[config.mk]
export PLATFORM = sky130hd
export DESIGN_NAME = cfc_regs
export DESIGN_NICKNAME = d
export VERILOG_FILES = /design/src/sv/cfc_pkg.sv /design/src/sv/cfc_regs.sv
export SDC_FILE = /design/constraint.sdc
export NUM_CORES = 1
export LEC_CHECK = 0
export ABC_AREA = 1
export BUFFER_PORTS_ARGS = -buffer_cell sky130_fd_sc_hd__buf_2
export CAP_MARGIN = 5
export CORE_MARGIN = 2
export CORE_UTILIZATION = 32
export DETAILED_ROUTE_END_ITERATION = 16
export PLACE_DENSITY = 0.84
export SYNTH_ARGS = -nofsm -noshare
export SYNTH_HDL_FRONTEND = slang
export SYNTH_SLANG_ARGS = --single-unit
[constraint.sdc]
create_clock -name clk -period 2 [get_ports clk]
set_input_delay 0.6 -clock clk [delete_from_list [all_inputs] [get_ports clk]]
set_output_delay 0.6 -clock clk [all_outputs]
set_load 0.01 [all_outputs]
[src/sv/cfc_pkg.sv]
`default_nettype none

package cfc_pkg;

	// Item function codes
	localparam logic [1:0] FN_TAP    = 2'd0;
	localparam logic [1:0] FN_SAMPLE = 2'd1;
	localparam logic [1:0] FN_PAD    = 2'd2;
	localparam logic [1:0] FN_CLEAR  = 2'd3;

	// Field widths
	localparam int FUNC_W   = 2;
	localparam int TIDX_W   = 6;
	localparam int TAP_W    = 24;
	localparam int SMP_W    = 16;
	localparam int PROD_W   = TAP_W + SMP_W;
	localparam int RES_W    = 32;
	localparam int FRAC_BITS = 15;
	// Smallest sum width that still leaves a guard bit above the 32-bit result.
	localparam int MIN_SUM_W = RES_W + FRAC_BITS + 1;

	// Configuration space
	localparam int CFG_ADDR_W = 3;
	localparam int CFG_DATA_W = 32;
	localparam int TCNT_W     = 7;
	localparam logic [CFG_ADDR_W-3:0] REG_TAP_COUNT   = '0;
	localparam logic [TCNT_W-1:0]     TAP_COUNT_RESET = 7'd64;

	// Per-cycle control shared by every cell of the chain
	typedef struct packed {
		logic win_shift;
		logic win_clear;
		logic top_load;
		logic top_shift;
	} cfc_ctrl_t;

endpackage

`default_nettype wire

[src/sv/cfc_regs.sv]
`default_nettype none

// APB register block: holds the tap count and returns it on reads.
module cfc_regs (
	input  wire logic                                clk,
	input  wire logic                                arst_n,
	input  wire logic                                psel,
	input  wire logic                                penable,
	input  wire logic                                pwrite,
	input  wire logic [cfc_pkg::CFG_ADDR_W-1:0]      paddr,
	input  wire logic [cfc_pkg::CFG_DATA_W-1:0]      pwdata,
	output logic [cfc_pkg::CFG_DATA_W-1:0]           prdata,
	output logic                                     pready,
	output logic [cfc_pkg::TCNT_W-1:0]               tap_count
);

	logic [cfc_pkg::CFG_ADDR_W-3:0] reg_sel;
	logic [cfc_pkg::TCNT_W-1:0]     tap_count_q;
	logic                           wr_en;

	assign reg_sel = paddr[cfc_pkg::CFG_ADDR_W-1:2];
	assign pready  = 1'b1;
	assign wr_en   = psel && penable && pwrite && pready;

	always_ff @(posedge clk or negedge arst_n) begin
		if (!arst_n) begin
			tap_count_q <= cfc_pkg::TAP_COUNT_RESET;
		end else if (wr_en && (reg_sel == cfc_pkg::REG_TAP_COUNT)) begin
			tap_count_q <= pwdata[cfc_pkg::TCNT_W-1:0];
		end
	end

	always_comb begin
		case (reg_sel)
			cfc_pkg::REG_TAP_COUNT: prdata = cfc_pkg::CFG_DATA_W'(tap_count_q);
			default:                prdata = '0;
		endcase
	end

	assign tap_count = tap_count_q;

endmodule

`default_nettype wire

==> impl_metrics.prom <==
# TYPE chip_impl_metric gauge
chip_impl_metric{name="ys_ff_latch",unit=""} 7
chip_impl_metric{name="powerDensity",unit="nW/um^2"} 728
chip_impl_metric{name="combinationalPowerShare",unit="%"} 32.5
chip_impl_metric{name="postCtsSetupRepairBufs",unit=""} 0
chip_impl_metric{name="cpPeakStageDelay",unit="ns"} 0.17
chip_impl_metric{name="worst-r2r-cell-count",unit=""} 2
chip_impl_metric{name="regToRegSetupSlack",unit="ns"} 1.31
chip_impl_metric{name="io-pin-count",unit=""} 80
chip_impl_metric{name="floorplan.rows",unit=""} 15
chip_impl_metric{name="detailedRoute.firstIterationViolations",unit=""} 8
chip_impl_metric{name="sequential_cell_area",unit="sq um"} 176
chip_impl_info{name="startpoint_type",value="input pin"} 1
chip_impl_metric{name="cts_htree_levels",unit=""} 1
chip_impl_metric{name="p_sw_share",unit="%"} 35.3
chip_impl_metric{name="share_of_post_route_cells_with_drive_strength_above_1",unit="%"} 32.0
chip_impl_metric{name="gp_congestion",unit=""} 0.713
chip_impl_metric{name="cts_buffers",unit=""} 3
chip_impl_metric{name="sequentialPowerShare",unit="%"} 40.9
chip_impl_metric{name="finish.cell_count_without_fillers",unit=""} 128
chip_impl_metric{name="detail_route.wl_per_cell",unit="microns"} 7.25
chip_impl_metric{name="clkPwrFrac",unit="%"} 26.6
chip_impl_metric{name="fin_crit_share",unit="%"} 81.7
chip_impl_metric{name="synth.avg_cell_area",unit="sq um"} 7.54
chip_impl_metric{name="port-buffer-count",unit=""} 26
chip_impl_metric{name="clock_skew",unit="ns"} 0
chip_impl_metric{name="track_usage",unit="%"} 9.41
chip_impl_metric{name="power.ir.vdd_worst",unit="uV"} 306
chip_impl_info{name="grt_setup_unrepaired",value="no"} 1
chip_impl_metric{name="ant_nets",unit=""} 0
chip_impl_metric{name="largest_reg_flops",unit=""} 7
chip_impl_metric{name="final_max_slew_viol_count",unit=""} 0
chip_impl_info{name="critPathMostFrequentCell",value="buf_2"} 1
chip_impl_metric{name="insertion_delay",unit="ns"} 0.25
chip_impl_metric{name="critical_path_required",unit="ns"} 1.40
chip_impl_metric{name="die_x",unit="microns"} 46.3
chip_impl_metric{name="n_fill_cell",unit=""} 192
chip_impl_metric{name="syn_area",unit="sq um"} 573
chip_impl_metric{name="design.final.nets",unit=""} 144
chip_impl_metric{name="area_delta_synth_final",unit="%"} 12.4
chip_impl_metric{name="cts_num_sinks",unit=""} 7
chip_impl_metric{name="post-route-min-period",unit="ns"} 1.63
chip_impl_metric{name="multi_input_comb_area",unit="sq um"} 246
chip_impl_info{name="cts_tree",value="built"} 1
chip_impl_metric{name="syn_inst",unit=""} 76
chip_impl_metric{name="initial_utilization",unit="%"} 33.6
chip_impl_info{name="clock_tree.root_cell",value="clkbuf_4"} 1
chip_impl_metric{name="vias_in_the_first_global_route",unit=""} 320
chip_impl_metric{name="antenna_violations_before_repair",unit=""} 0
chip_impl_metric{name="ys_seq_area_share",unit="%"} 30.8
chip_impl_metric{name="power.internal",unit="mW"} 0.303
chip_impl_metric{name="drc_errors",unit=""} 0
chip_impl_metric{name="routed_wirelength",unit="microns"} 928
chip_impl_info{name="hold_class",value="input pin to async pin"} 1
chip_impl_metric{name="synth_warnings",unit=""} 0
chip_impl_metric{name="detailedRoute.firstPassIterationCount",unit=""} 2
chip_impl_info{name="crit_path_category",value="input pin to output pin"} 1
chip_impl_metric{name="standby_leakage_power",unit="nW"} 0.433
chip_impl_info{name="cp_cell_sequence",value="buf_2, nor2_1, buf_2"} 1
chip_impl_metric{name="n_antenna_cell",unit=""} 0
chip_impl_metric{name="worst_path_bufs_invs",unit=""} 2
chip_impl_metric{name="dpl.hpwl",unit="microns"} 834
chip_impl_metric{name="placed_cells",unit=""} 124
chip_impl_info{name="critical_path.slowest_cell",value="buf_2"} 1
chip_impl_metric{name="die_height",unit="microns"} 46.3
chip_impl_metric{name="overflow",unit=""} 0
chip_impl_metric{name="grt_pass1_wl",unit="microns"} 1330
chip_impl_metric{name="p_sw",unit="mW"} 0.166
chip_impl_metric{name="timing.setup.tns",unit="ns"} 0
chip_impl_info{name="timing.critical_path.max_delay_family",value="buffers and inverters"} 1
chip_impl_metric{name="path_clk_slew",unit="ns"} 0.05
chip_impl_metric{name="worstSetupPathDepth",unit=""} 3
chip_impl_metric{name="final_hold_fails",unit=""} 0
chip_impl_metric{name="max_freq",unit="MHz"} 612
chip_impl_metric{name="timing.critical_path.arrival",unit="ns"} 1.03
chip_impl_metric{name="fp.dieArea",unit="sq um"} 2150
chip_impl_metric{name="cts_repair_resize_count",unit=""} 0
chip_impl_metric{name="maximum_fanout_along_the_worst_path",unit=""} 8
chip_impl_metric{name="via_per_inst",unit=""} 3.44
chip_impl_metric{name="finalSetupViolCount",unit=""} 0
chip_impl_metric{name="holdBufCountCts",unit=""} 0
chip_impl_metric{name="grt_max_degree",unit=""} 9
chip_impl_metric{name="drv.max_cap_violation_count",unit=""} 0
chip_impl_metric{name="placeableCoreArea",unit="sq um"} 1710
chip_impl_metric{name="max-clock-path-buffers",unit=""} 2
chip_impl_info{name="outcome",value="complete, no violations"} 1
chip_impl_metric{name="post_synth_num_cell_types",unit=""} 12
chip_impl_metric{name="vias",unit=""} 440
chip_impl_info{name="end_kind",value="output pin"} 1
==> worst paths after layout <==
check,startpoint,end
hold / removal,arst_n,tap_count[1]
min in group clk,tap_count[6],tap_count[6]
max in group asynchronous,arst_n,tap_count[6]
hold reg to reg,tap_count[6],tap_count[6]
setup / recovery,paddr[2],prdata[2]
setup reg to reg,tap_count[6],tap_count[6]
==> cell usage after synthesis <==
| library cell | instances | area [sq um] |
|---|---|---|
| conb_1 | 2 | 7.51 |
| buf_6 | 1 | 11.3 |
| buf_4 | 26 | 195 |
| nor2_1 | 7 | 26.3 |
| dfrtp_1 | 6 | 150 |
| dfstp_2 | 1 | 26.3 |
| nand2_1 | 15 | 56.3 |
| inv_1 | 8 | 30.0 |
| nand3_1 | 7 | 35.0 |
| inv_2 | 1 | 3.75 |
| nor2_8 | 1 | 20.0 |
| nand2_4 | 1 | 11.3 |
==> power by group through the flow <==
stage               logic, mW  registers (mW)  clock network, mW
detailed placement      0.154           0.195                  0
floorplan               0.117           0.205                  0
global route            0.176           0.197              0.134
global placement        0.151           0.194                  0
CTS                     0.155           0.193              0.128
finish                  0.153           0.192              0.125
==> metal layers <==
| metal | part of all wire [%] | up-vias | track usage [%] | wire length [microns] |
|---|---|---|---|---|
| met2 | 44 | 30 | 13.1 | 412 |
| li1 | - | 225 | - | - |
| met5 | 0 | - | 0 | 0 |
| met3 | 11 | 4 | 2.35 | 103 |
| met1 | 42 | 181 | 11.0 | 386 |
| met4 | 2.8 | 0 | 10.3 | 26 |
==> cell type report <==
class,count,area share [%]
well taps,25,4.85
multi-input cells,57,38.3
flip-flops and latches,7,27.4
inverters,9,5.24
repair buffers,26,20.2
clock buffers,4,4.08
==> logic make-up (layout without fill, tap and decap cells) <==
group / Yosys count / in the layout / share of synthesized area (%)
buffers and inverters: 36 / 39 / 41.9
and+or+nand+nor: 31 / 31 / 26.0
other: 2 / 26 / 1.31
DFF: 7 / 7 / 30.8
==> cell usage in the layout (no fill, tap or decap) <==
master / instances
buf_2: 26
clkbuf_1: 1
clkbuf_4: 3
conb_1: 26
dfrtp_1: 6
dfstp_2: 1
inv_1: 8
inv_2: 1
nand2_1: 15
nand2_4: 1
nand3_1: 7
nor2_1: 7
nor2_8: 1
==> through the flow <==
step           total power, mW  area (sq um)  hold slack (ns)  util [%]  worst slack (ns)
2_1_floorplan            0.322           663            0.304         -             0.499
3_3_place_gp             0.345           618            0.429      36.2             0.380
3_5_place_dp             0.349           618            0.433      36.2             0.361
4_1_cts                  0.475           644            0.167      37.7             0.360
5_1_grt                  0.506           644            0.176      37.7             0.326
6_report                 0.469           644            0.169      37.7             0.367
No activity file was read; power rests on OpenSTA's default activity.
