**src/sv/cfc_pkg.sv**
```systemverilog
`default_nettype none

package cfc_pkg;

	// Item function codes
	localparam logic [1:0] FN_TAP    = 2'd0;
	localparam logic [1:0] FN_SAMPLE = 2'd1;
	localparam logic [1:0] FN_PAD    = 2'd2;
	localparam logic [1:0] FN_CLEAR  = 2'd3;

	// Field widths
	localparam int FUNC_W   = 2;
	localparam int TIDX_W   = 6;
	localparam int TAP_W    = 24;
	localparam int SMP_W    = 16;
	localparam int PROD_W   = TAP_W + SMP_W;
	localparam int RES_W    = 32;
	localparam int FRAC_BITS = 15;
	// Smallest sum width that still leaves a guard bit above the 32-bit result.
	localparam int MIN_SUM_W = RES_W + FRAC_BITS + 1;

	// Configuration space
	localparam int CFG_ADDR_W = 3;
	localparam int CFG_DATA_W = 32;
	localparam int TCNT_W     = 7;
	localparam logic [CFG_ADDR_W-3:0] REG_TAP_COUNT   = '0;
	localparam logic [TCNT_W-1:0]     TAP_COUNT_RESET = 7'd64;

	// Per-cycle control shared by every cell of the chain
	typedef struct packed {
		logic win_shift;
		logic win_clear;
		logic top_load;
		logic top_shift;
	} cfc_ctrl_t;

endpackage

`default_nettype wire

```
**src/sv/cfc_cell.sv**
```systemverilog
`default_nettype none

// One tap position: delay-line stage, stored coefficient, operand stage,
// registered product and one link of the partial-sum chain.
module cfc_cell #(
	parameter int SUM_W = 48
) (
	input  wire logic                              clk,
	input  wire logic                              arst_n,
	input  wire cfc_pkg::cfc_ctrl_t                ctrl,
	input  wire logic                              tap_we,
	input  wire logic signed [cfc_pkg::TAP_W-1:0]  tap_wdata,
	input  wire logic signed [cfc_pkg::SMP_W-1:0]  win_in,
	output logic signed [cfc_pkg::SMP_W-1:0]       win_out,
	output logic signed [cfc_pkg::TAP_W-1:0]       tap_out,
	input  wire logic signed [cfc_pkg::TAP_W-1:0]  tap_load,
	input  wire logic signed [cfc_pkg::TAP_W-1:0]  top_in,
	output logic signed [cfc_pkg::TAP_W-1:0]       top_out,
	input  wire logic signed [SUM_W-1:0]           sum_in,
	output logic signed [SUM_W-1:0]                sum_out
);

	logic signed [cfc_pkg::SMP_W-1:0]  win_q;
	logic signed [cfc_pkg::TAP_W-1:0]  tap_q;
	logic signed [cfc_pkg::TAP_W-1:0]  top_q;
	logic signed [cfc_pkg::PROD_W-1:0] prod_s1;
	logic signed [SUM_W-1:0]           sum_q;
	logic signed [cfc_pkg::PROD_W-1:0] prod_d;

	assign prod_d = cfc_pkg::PROD_W'(top_q) * cfc_pkg::PROD_W'(win_q);

	always_ff @(posedge clk or negedge arst_n) begin
		if (!arst_n) begin
			win_q <= '0;
			tap_q <= '0;
		end else begin
			if (ctrl.win_clear) begin
				win_q <= '0;
			end else if (ctrl.win_shift) begin
				win_q <= win_in;
			end
			if (tap_we) begin
				tap_q <= tap_wdata;
			end
		end
	end

	always_ff @(posedge clk) begin
		if (ctrl.top_load) begin
			top_q <= tap_load;
		end else if (ctrl.top_shift) begin
			top_q <= top_in;
		end
		prod_s1 <= prod_d;
		sum_q   <= sum_in + SUM_W'(prod_s1);
	end

	assign win_out = win_q;
	assign tap_out = tap_q;
	assign top_out = top_q;
	assign sum_out = sum_q;

endmodule

`default_nettype wire

```
**config.mk**
```make
export PLATFORM = sky130hd
export DESIGN_NAME = cfc_cell
export DESIGN_NICKNAME = d
export VERILOG_FILES = /design/src/sv/cfc_pkg.sv /design/src/sv/cfc_cell.sv
export SDC_FILE = /design/constraint.sdc
export NUM_CORES = 1
export LEC_CHECK = 0
export BUFFER_PORTS_ARGS = -buffer_cell sky130_fd_sc_hd__buf_2
export CORE_ASPECT_RATIO = 1.5
export CORE_MARGIN = 4
export CORE_UTILIZATION = 56
export CTS_BUF_LIST = sky130_fd_sc_hd__clkbuf_8
export CTS_CLUSTER_SIZE = 8
export DETAILED_ROUTE_END_ITERATION = 10
export PLACE_DENSITY = 0.77
export SLEW_MARGIN = 10
export SYNTH_ARGS = -nofsm -noshare
export SYNTH_HDL_FRONTEND = slang
export SYNTH_SLANG_ARGS = --single-unit
```
**constraint.sdc**
```tcl
create_clock -name clk -period 11.07 [get_ports clk]
set_clock_uncertainty 0.2 [all_clocks]
set_input_delay 0.5535 -clock clk [delete_from_list [all_inputs] [get_ports clk]]
set_output_delay 0.5535 -clock clk [all_outputs]
set_load 0.005 [all_outputs]
```
==> Implementation_results.wiki, run 1 <==
{| class="wikitable"
! Metric !! Value
|-
| Vias in the first global route || 17,700
|-
| Number of search-and-repair iterations in the first detailed-routing pass || 7
|-
| Cell at the root of the clock tree || clkbuf_8
|-
| Antenna violations before repair || 3
|-
| Skew-Pair Late Insertion Delay || 0.51 ns
|-
| Kind of critical path || reg2reg
|-
| Count of cells resized by post-cts repair || 0
|-
| Number of failing hold endpoints at the final stage || 0
|-
| Leakage Power || 11.5 nW
|-
| Headroom to the max-slew limit || 20.4%
|-
| Layout net count || 3,006
|-
| Number of distinct library cell variants in the gate-level netlist after synthesis || 68
|-
| Share of synthesized flip-flops with an asynchronous set or reset || 26.3%
|-
| CP arrival || 7.98 ns
|-
| Crit start category || flip-flop
|-
| Port Buffers || 254
|-
| Final cycle utilization of the critical path || 70.3%
|-
| Top-level port count || 255
|-
| Most common cell after layout, fill and taps aside || inv_1
|-
| Final period demand of the worst path || 7.78 ns
|-
| Clock sink count || 152
|-
| Synth warnings || 0
|-
| Clock H-tree levels || 4
|-
| Total clock buffers created by CTS || 17
|-
| Largest driver fanout on the critical path || 19
|-
| Die X-Extent || 164 um
|-
| Critical Path Most Common Cell || fa_1
|-
| Post-synthesis instance total || 2,134
|-
| Die Y-Extent || 242 um
|-
| Worst-path cell with the longest stage delay || clkinv_1
|-
| Hold WC Path Type || in2reg
|-
| Peak supply drop || 159 uV
|-
| Most frequent cells in the layout || 447 x inv_1, 375 x fa_1, 254 x buf_2
|-
| Remaining Overflow, GRT || 0
|-
| First-pass GRT wire length || 87.3 mm
|-
| EDFF count, synth || 24
|-
| Setup Total Neg Slack || 0 ns
|-
| Final slew viol count || 0
|-
| Vias per inst || 5.54
|-
| Post-detailed-route count of antenna-violating nets || 0
|-
| Register bit count reported by yosys || 152
|-
| Run status || finished clean
|-
| Required time of the critical path || 11.28 ns
|-
| Pwr per Cell Area || 228 nW/um^2
|-
| Share of post-route cells with drive strength above 1 || 15.3%
|-
| Maximum clock rate || 0.129 GHz
|-
| Maximum Capacitance Violations || 0
|-
| Dominant synthesized flop cell || dfxtp_1
|-
| Ordered list of cells on the worst path || clkinv_1 -> nor2_1 -> fa_1 -> fa_1 -> fa_1 -> fa_1 -> fa_1 -> inv_1 -> fa_1 -> inv_1 -> ha_1 -> and3_1 -> and4_1 -> o21ai_0 -> a311oi_1 -> o21ai_0 -> a31oi_1 -> and2_1 -> o21ai_0 -> a221oi_1
|-
| Overall fraction of global-route tracks in use || 28.2%
|-
| Die Area || 39,800 sq um
|-
| Sequential fraction of the synthesis area || 17.0%
|-
| Clk buf depth || 2
|-
| RD Place Congestion || 0.900
|-
| Netlist Area Pre-Place || 20,500 sq um
|-
| Estimated wirelength of the detail-placed design || 43.2 mm
|-
| Clock transition at path regs || 0.11 ns
|-
| Pin count of the biggest net entering global routing || 41
|-
| Stage delay of the slowest cell on the critical path || 0.83 ns
|-
| Synthesized Nets || 2,797
|-
| Final-layout worst hold slack || 0.0649 ns
|-
| Vias || 15,700
|-
| Number of placement rows || 85
|-
| CORE AREA || 36,100 sq um
|-
| DRT Wirelength || 53.4 mm
|-
| Area Overhead vs Synth || 10.1%
|-
| Number of setup violations in the final report || 0
|-
| Actual transition at the worst max-transition pin || 1.19 ns
|-
| Unrepaired setup endpoints after global routing || no
|-
| Worst setup EP type || flip-flop
|-
| Initial core utilization || 56.8%
|-
| TritonCTS clock tree || done
|-
| Number of DRC violations after detailed routing || 0
|-
| DR iter-0 viols || 859
|-
| Filler cell count in the final layout || 3,040
|-
| Per-cell routed wire length || 18.8 um
|-
| Mean instance size in the synthesized netlist || 9.60 sq um
|}
final timing paths:
| check | cells past startpoint | start | slack [ns] | end |
|---|---|---|---|---|
| max in group asynchronous | 2 | arst_n | 9.55 | win_out[1] |
| worst max-delay path | 20 | win_out[15] | 3.29 | prod_s1[37] |
| min in group asynchronous | 2 | arst_n | 0.49 | tap_out[22] |
| worst max register to register | 20 | win_out[15] | 3.29 | prod_s1[37] |
| worst min-delay path | 2 | tap_wdata[10] | 0.06 | tap_out[10] |
| worst min register to register | 1 | prod_s1[0] | 0.28 | sum_out[0] |
cell usage after synthesis, drive strengths merged, types with 5 or more instances:
master / n / area (sq um)
a211oi: 9 / 72.6
a21o: 43 / 325
a21oi: 67 / 335
a31oi: 8 / 50.1
and2: 153 / 957
and3: 13 / 81.3
buf: 5 / 20.0
clkbuf: 71 / 267
dfrtp: 40 / 1000
dfxtp: 88 / 1760
edfxtp: 24 / 721
fa: 375 / 7510
ha: 145 / 1810
inv: 446 / 1670
mux2: 48 / 541
mux2i: 16 / 160
nand2: 244 / 916
nand2b: 14 / 87.6
nand3: 10 / 50.1
nand4: 8 / 50.1
nor2: 77 / 289
nor2b: 9 / 56.3
nor3: 12 / 60.1
o21a: 13 / 105
o21ai: 42 / 218
o21bai: 12 / 90.1
xnor2: 63 / 552
xor2: 20 / 175
sequential cells by signal, summed over array words and instances, names as in the netlist:
signal,flops
prod_s1,40
sum_out,48
tap_out,24
top_out,24
win_out,16
report_power, final:
group / switching [W] / total [W] / internal (W) / leakage [nW]
logic: 0.00213 / 0.00378 / 0.00165 / 9.86
clock network: 0.000254 / 0.000441 / 0.000187 / 0.206
registers: 0.000127 / 0.000920 / 0.000794 / 1.48
worst max-delay path, delay by kind of cell (launching register included):
family,cells,cell delay [ns]
flops,1,0.77
fa+ha+maj,7,3.24
simple gates,4,1.06
compound gates,6,1.48
buf+inv,3,0.93
cells by family (layout without fill, tap and decap cells):
family          count (synthesis)  count (layout)  share of synthesized area (%)
simple gates                  555             555                           13.0
fa+ha+maj                     520             520                           45.5
compound gates                237             237                           7.91
mux                            64              64                           3.42
xor+xnor                       83              83                           3.55
buf+inv                       523             745                           9.59
other cells                     0               3                              0
flops                         152             152                           17.0
layer usage:
layer  track usage [%]  vias to the layer above  wire (um)
met4              18.1                        0       4020
met2              53.1                      622      29500
met5                 0                        -          0
met3              3.90                      232       2600
met1              28.2                     7887      17300
li1                  -                     6981          -
metrics by stage:
stage / setup slack [ns] / instance area, sq um / power (W) / instances / utilization (%)
after floorplan: 4.51 / 20500 / 0.00366 / 2134 / -
after global placement: 3.62 / 22100 / 0.00459 / 2801 / 61.4
after detailed placement: 3.51 / 22100 / 0.00470 / 2801 / 61.4
after CTS: 3.44 / 22500 / 0.00517 / 2834 / 62.5
after global routing: 2.96 / 22500 / 0.00569 / 2836 / 62.5
final: 3.29 / 22500 / 0.00514 / 2837 / 62.5
timing repair:
action	CTS	global route
setup buffers	0	0
endpoints found under the hold margin	24	0
hold buffers	1	0
cell type report:
type                            instances  area [sq um]  area share, %
Multi-Input combinational cell       1459         15000           66.6
Sequential cell                       152          3480           15.4
Inverter                              447          1680           7.44
Timing Repair Buffer                  266          1360           6.05
Tap cell                              478           598           2.65
Clock buffer                           17           234           1.04
Clock inverter                         15           156          0.694
Antenna cell                            3          7.51         0.0333
No activity file was read; power rests on OpenSTA's default activity.
==> inputs of run 2 (changes only) <==
==> constraint.sdc (replaced) <==
create_clock -name clk -period 7.3 [get_ports clk]
set_clock_uncertainty 0.2 [all_clocks]
set_input_delay 0.365 -clock clk [delete_from_list [all_inputs] [get_ports clk]]
set_output_delay 0.365 -clock clk [all_outputs]
set_load 0.005 [all_outputs]
==> Implementation_results.wiki, run 2 (synthesis results as in run 1) <==
{| class="wikitable"
! Metric !! Value
|-
| Start point of the worst min-delay path || sum_in[46]
|-
| Per-cell routed wire length || 19.4 um
|-
| Number of search-and-repair iterations in the first detailed-routing pass || 5
|-
| Vias per inst || 5.56
|-
| Remaining Overflow, GRT || 0
|-
| Most frequent cells in the layout || 446 x inv_1, 375 x fa_1, 254 x buf_2
|-
| Headroom to the max-slew limit || 31.1%
|-
| Actual transition at the worst max-transition pin || 1.03 ns
|-
| Final cycle utilization of the critical path || 95.4%
|-
| Overall fraction of global-route tracks in use || 30.2%
|-
| Maximum Capacitance Violations || 0
|-
| Kind of critical path || reg2reg
|-
| Worst setup EP type || flip-flop
|-
| Number of placement rows || 85
|-
| Die Y-Extent || 242 um
|-
| Number of cells on the worst reg-to-reg path || 20
|-
| CP arrival || 7.19 ns
|-
| TritonCTS clock tree || done
|-
| RD Place Congestion || 0.940
|-
| Placed insts || 2,834
|-
| Clk buf depth || 2
|-
| Final cell utilization of the core || 66.0%
|-
| Die X-Extent || 164 um
|-
| Pin count of the biggest net entering global routing || 41
|-
| Critical Path Most Common Cell || fa_1
|-
| Port Buffers || 254
|-
| Setup Total Neg Slack || 0 ns
|-
| WP depth || 20
|-
| Leakage Power || 12.1 nW
|-
| Crit start category || flip-flop
|-
| Clock H-tree levels || 4
|-
| Layout net count || 3,137
|-
| Clock transition at path regs || 0.11 ns
|-
| Ordered list of cells on the worst path || nand2_1 -> fa_1 -> inv_1 -> fa_1 -> fa_1 -> fa_1 -> fa_1 -> inv_1 -> fa_1 -> inv_1 -> ha_1 -> and3_1 -> and4_1 -> o21ai_0 -> a311oi_2 -> o21ai_0 -> a31oi_1 -> and2_1 -> o21ai_0 -> a221oi_1
|-
| Area Overhead vs Synth || 16.2%
|-
| Hold WC Path Type || in2reg
|-
| Bufs and invs on worst path || 3
|-
| Final worst-path setup slack || 0.335 ns
|-
| Largest driver fanout on the critical path || 18
|-
| Estimated wirelength of the detail-placed design || 45.3 mm
|-
| Peak supply drop || 239 uV
|-
| Die Area || 39,800 sq um
|-
| CORE AREA || 36,100 sq um
|-
| Worst slack, placed || 0.314 ns
|-
| Vias || 16,500
|-
| Number of failing hold endpoints at the final stage || 0
|-
| Top-level port count || 255
|-
| Worst hold stages || 3
|-
| DRT Wirelength || 57.5 mm
|-
| Required time of the critical path || 7.52 ns
|-
| Skew-Pair Late Insertion Delay || 0.53 ns
|-
| Final cell count without fillers || 2,966
|-
| Unrepaired setup endpoints after global routing || no
|-
| Post-detailed-route count of antenna-violating nets || 0
|-
| Pwr per Cell Area || 331 nW/um^2
|-
| Final period demand of the worst path || 6.97 ns
|-
| Run status || finished clean
|-
| Most common cell after layout, fill and taps aside || inv_1
|-
| DR iter-0 viols || 1,067
|-
| Antenna violations before repair || 2
|-
| Number of DRC violations after detailed routing || 0
|-
| Crit Reg-Reg Startpoint || win_out[11]
|-
| Share of post-route cells with drive strength above 1 || 16.4%
|-
| Worst-path cell with the longest stage delay || dfrtp_1
|-
| Kind of cell adding the most delay to the critical path || adder cells
|-
| Clock sink count || 152
|-
| First-pass GRT wire length || 93.1 mm
|-
| Final slew viol count || 0
|-
| Number of setup violations in the final report || 0
|-
| Cell at the root of the clock tree || clkbuf_8
|-
| Vias in the first global route || 18,600
|-
| Crit path launch || win_out[11]
|-
| Number of flip-flops under the largest register name || 48
|-
| Stage delay of the slowest cell on the critical path || 0.85 ns
|-
| Maximum clock rate || 0.144 GHz
|-
| Total clock buffers created by CTS || 17
|-
| Initial core utilization || 56.8%
|}
[run 2: report_power, final]
group | total (W) | switching [W] | leakage, nW | internal [W]
Combinational | 0.00583 | 0.00326 | 10.4 | 0.00257
Clock | 0.000682 | 0.000400 | 0.196 | 0.000281
Sequential | 0.00137 | 0.000166 | 1.47 | 0.00120
Total | 0.00788 | 0.00382 | 12.1 | 0.00405
[run 2: metal layers]
metal / up-vias / part of all wire [%] / GRT usage, %
met4: 2 / 9.6 / 24.2
li1: 7242 / - / -
met5: - / 0.068 / 0
met1: 8117 / 31 / 30.0
met2: 805 / 53 / 54.4
met3: 317 / 6.0 / 4.73
[run 2: what timing repair did]
item | 4_1_cts | 5_1_grt
hold buffers | 92 | 0
resized for setup | 0 | 7
buffers inserted | 0 | 7
hold endpoints to repair | 106 | 0
setup endpoints to repair | 0 | 2
[run 2: final cells by class]
| class | count | area (sq um) |
|---|---|---|
| inverters | 447 | 1680 |
| multi-input cells | 1459 | 15000 |
| well taps | 478 | 598 |
| clock buffers | 17 | 234 |
| diodes | 1 | 2.50 |
| flip-flops and latches | 152 | 3490 |
| fillers | 2770 | 12300 |
| clock inverters | 15 | 155 |
| repair buffers | 397 | 2590 |
[run 2: final timing paths]
| check | endpoint | slack [ns] |
|---|---|---|
| setup / recovery | prod_s1[37] | 0.33 |
| hold / removal | sum_out[46] | 0.02 |
| setup reg to reg | prod_s1[37] | 0.33 |
| hold reg to reg | sum_out[0] | 0.27 |
| max in group asynchronous | win_out[10] | 5.81 |
| min in group asynchronous | tap_out[20] | 0.33 |
[run 2: metrics by stage]
stage	hold WS (ns)	total power [W]	area (sq um)
after floorplan	-0.131	0.00555	20500
after global placement	0.239	0.00703	22400
after detailed placement	0.249	0.00715	22400
after CTS	0.00344	0.00791	23700
after global routing	0.0154	0.00871	23800
final	0.0215	0.00788	23800
[run 2: worst register-to-register path: cells and delay by family (launching register included)]
| family | cells | cell delay, ns |
|---|---|---|
| fa+ha+maj | 7 | 3.40 |
| flops | 1 | 0.85 |
| compound gates | 6 | 1.43 |
| simple gates | 4 | 0.84 |
| buf+inv | 3 | 0.17 |
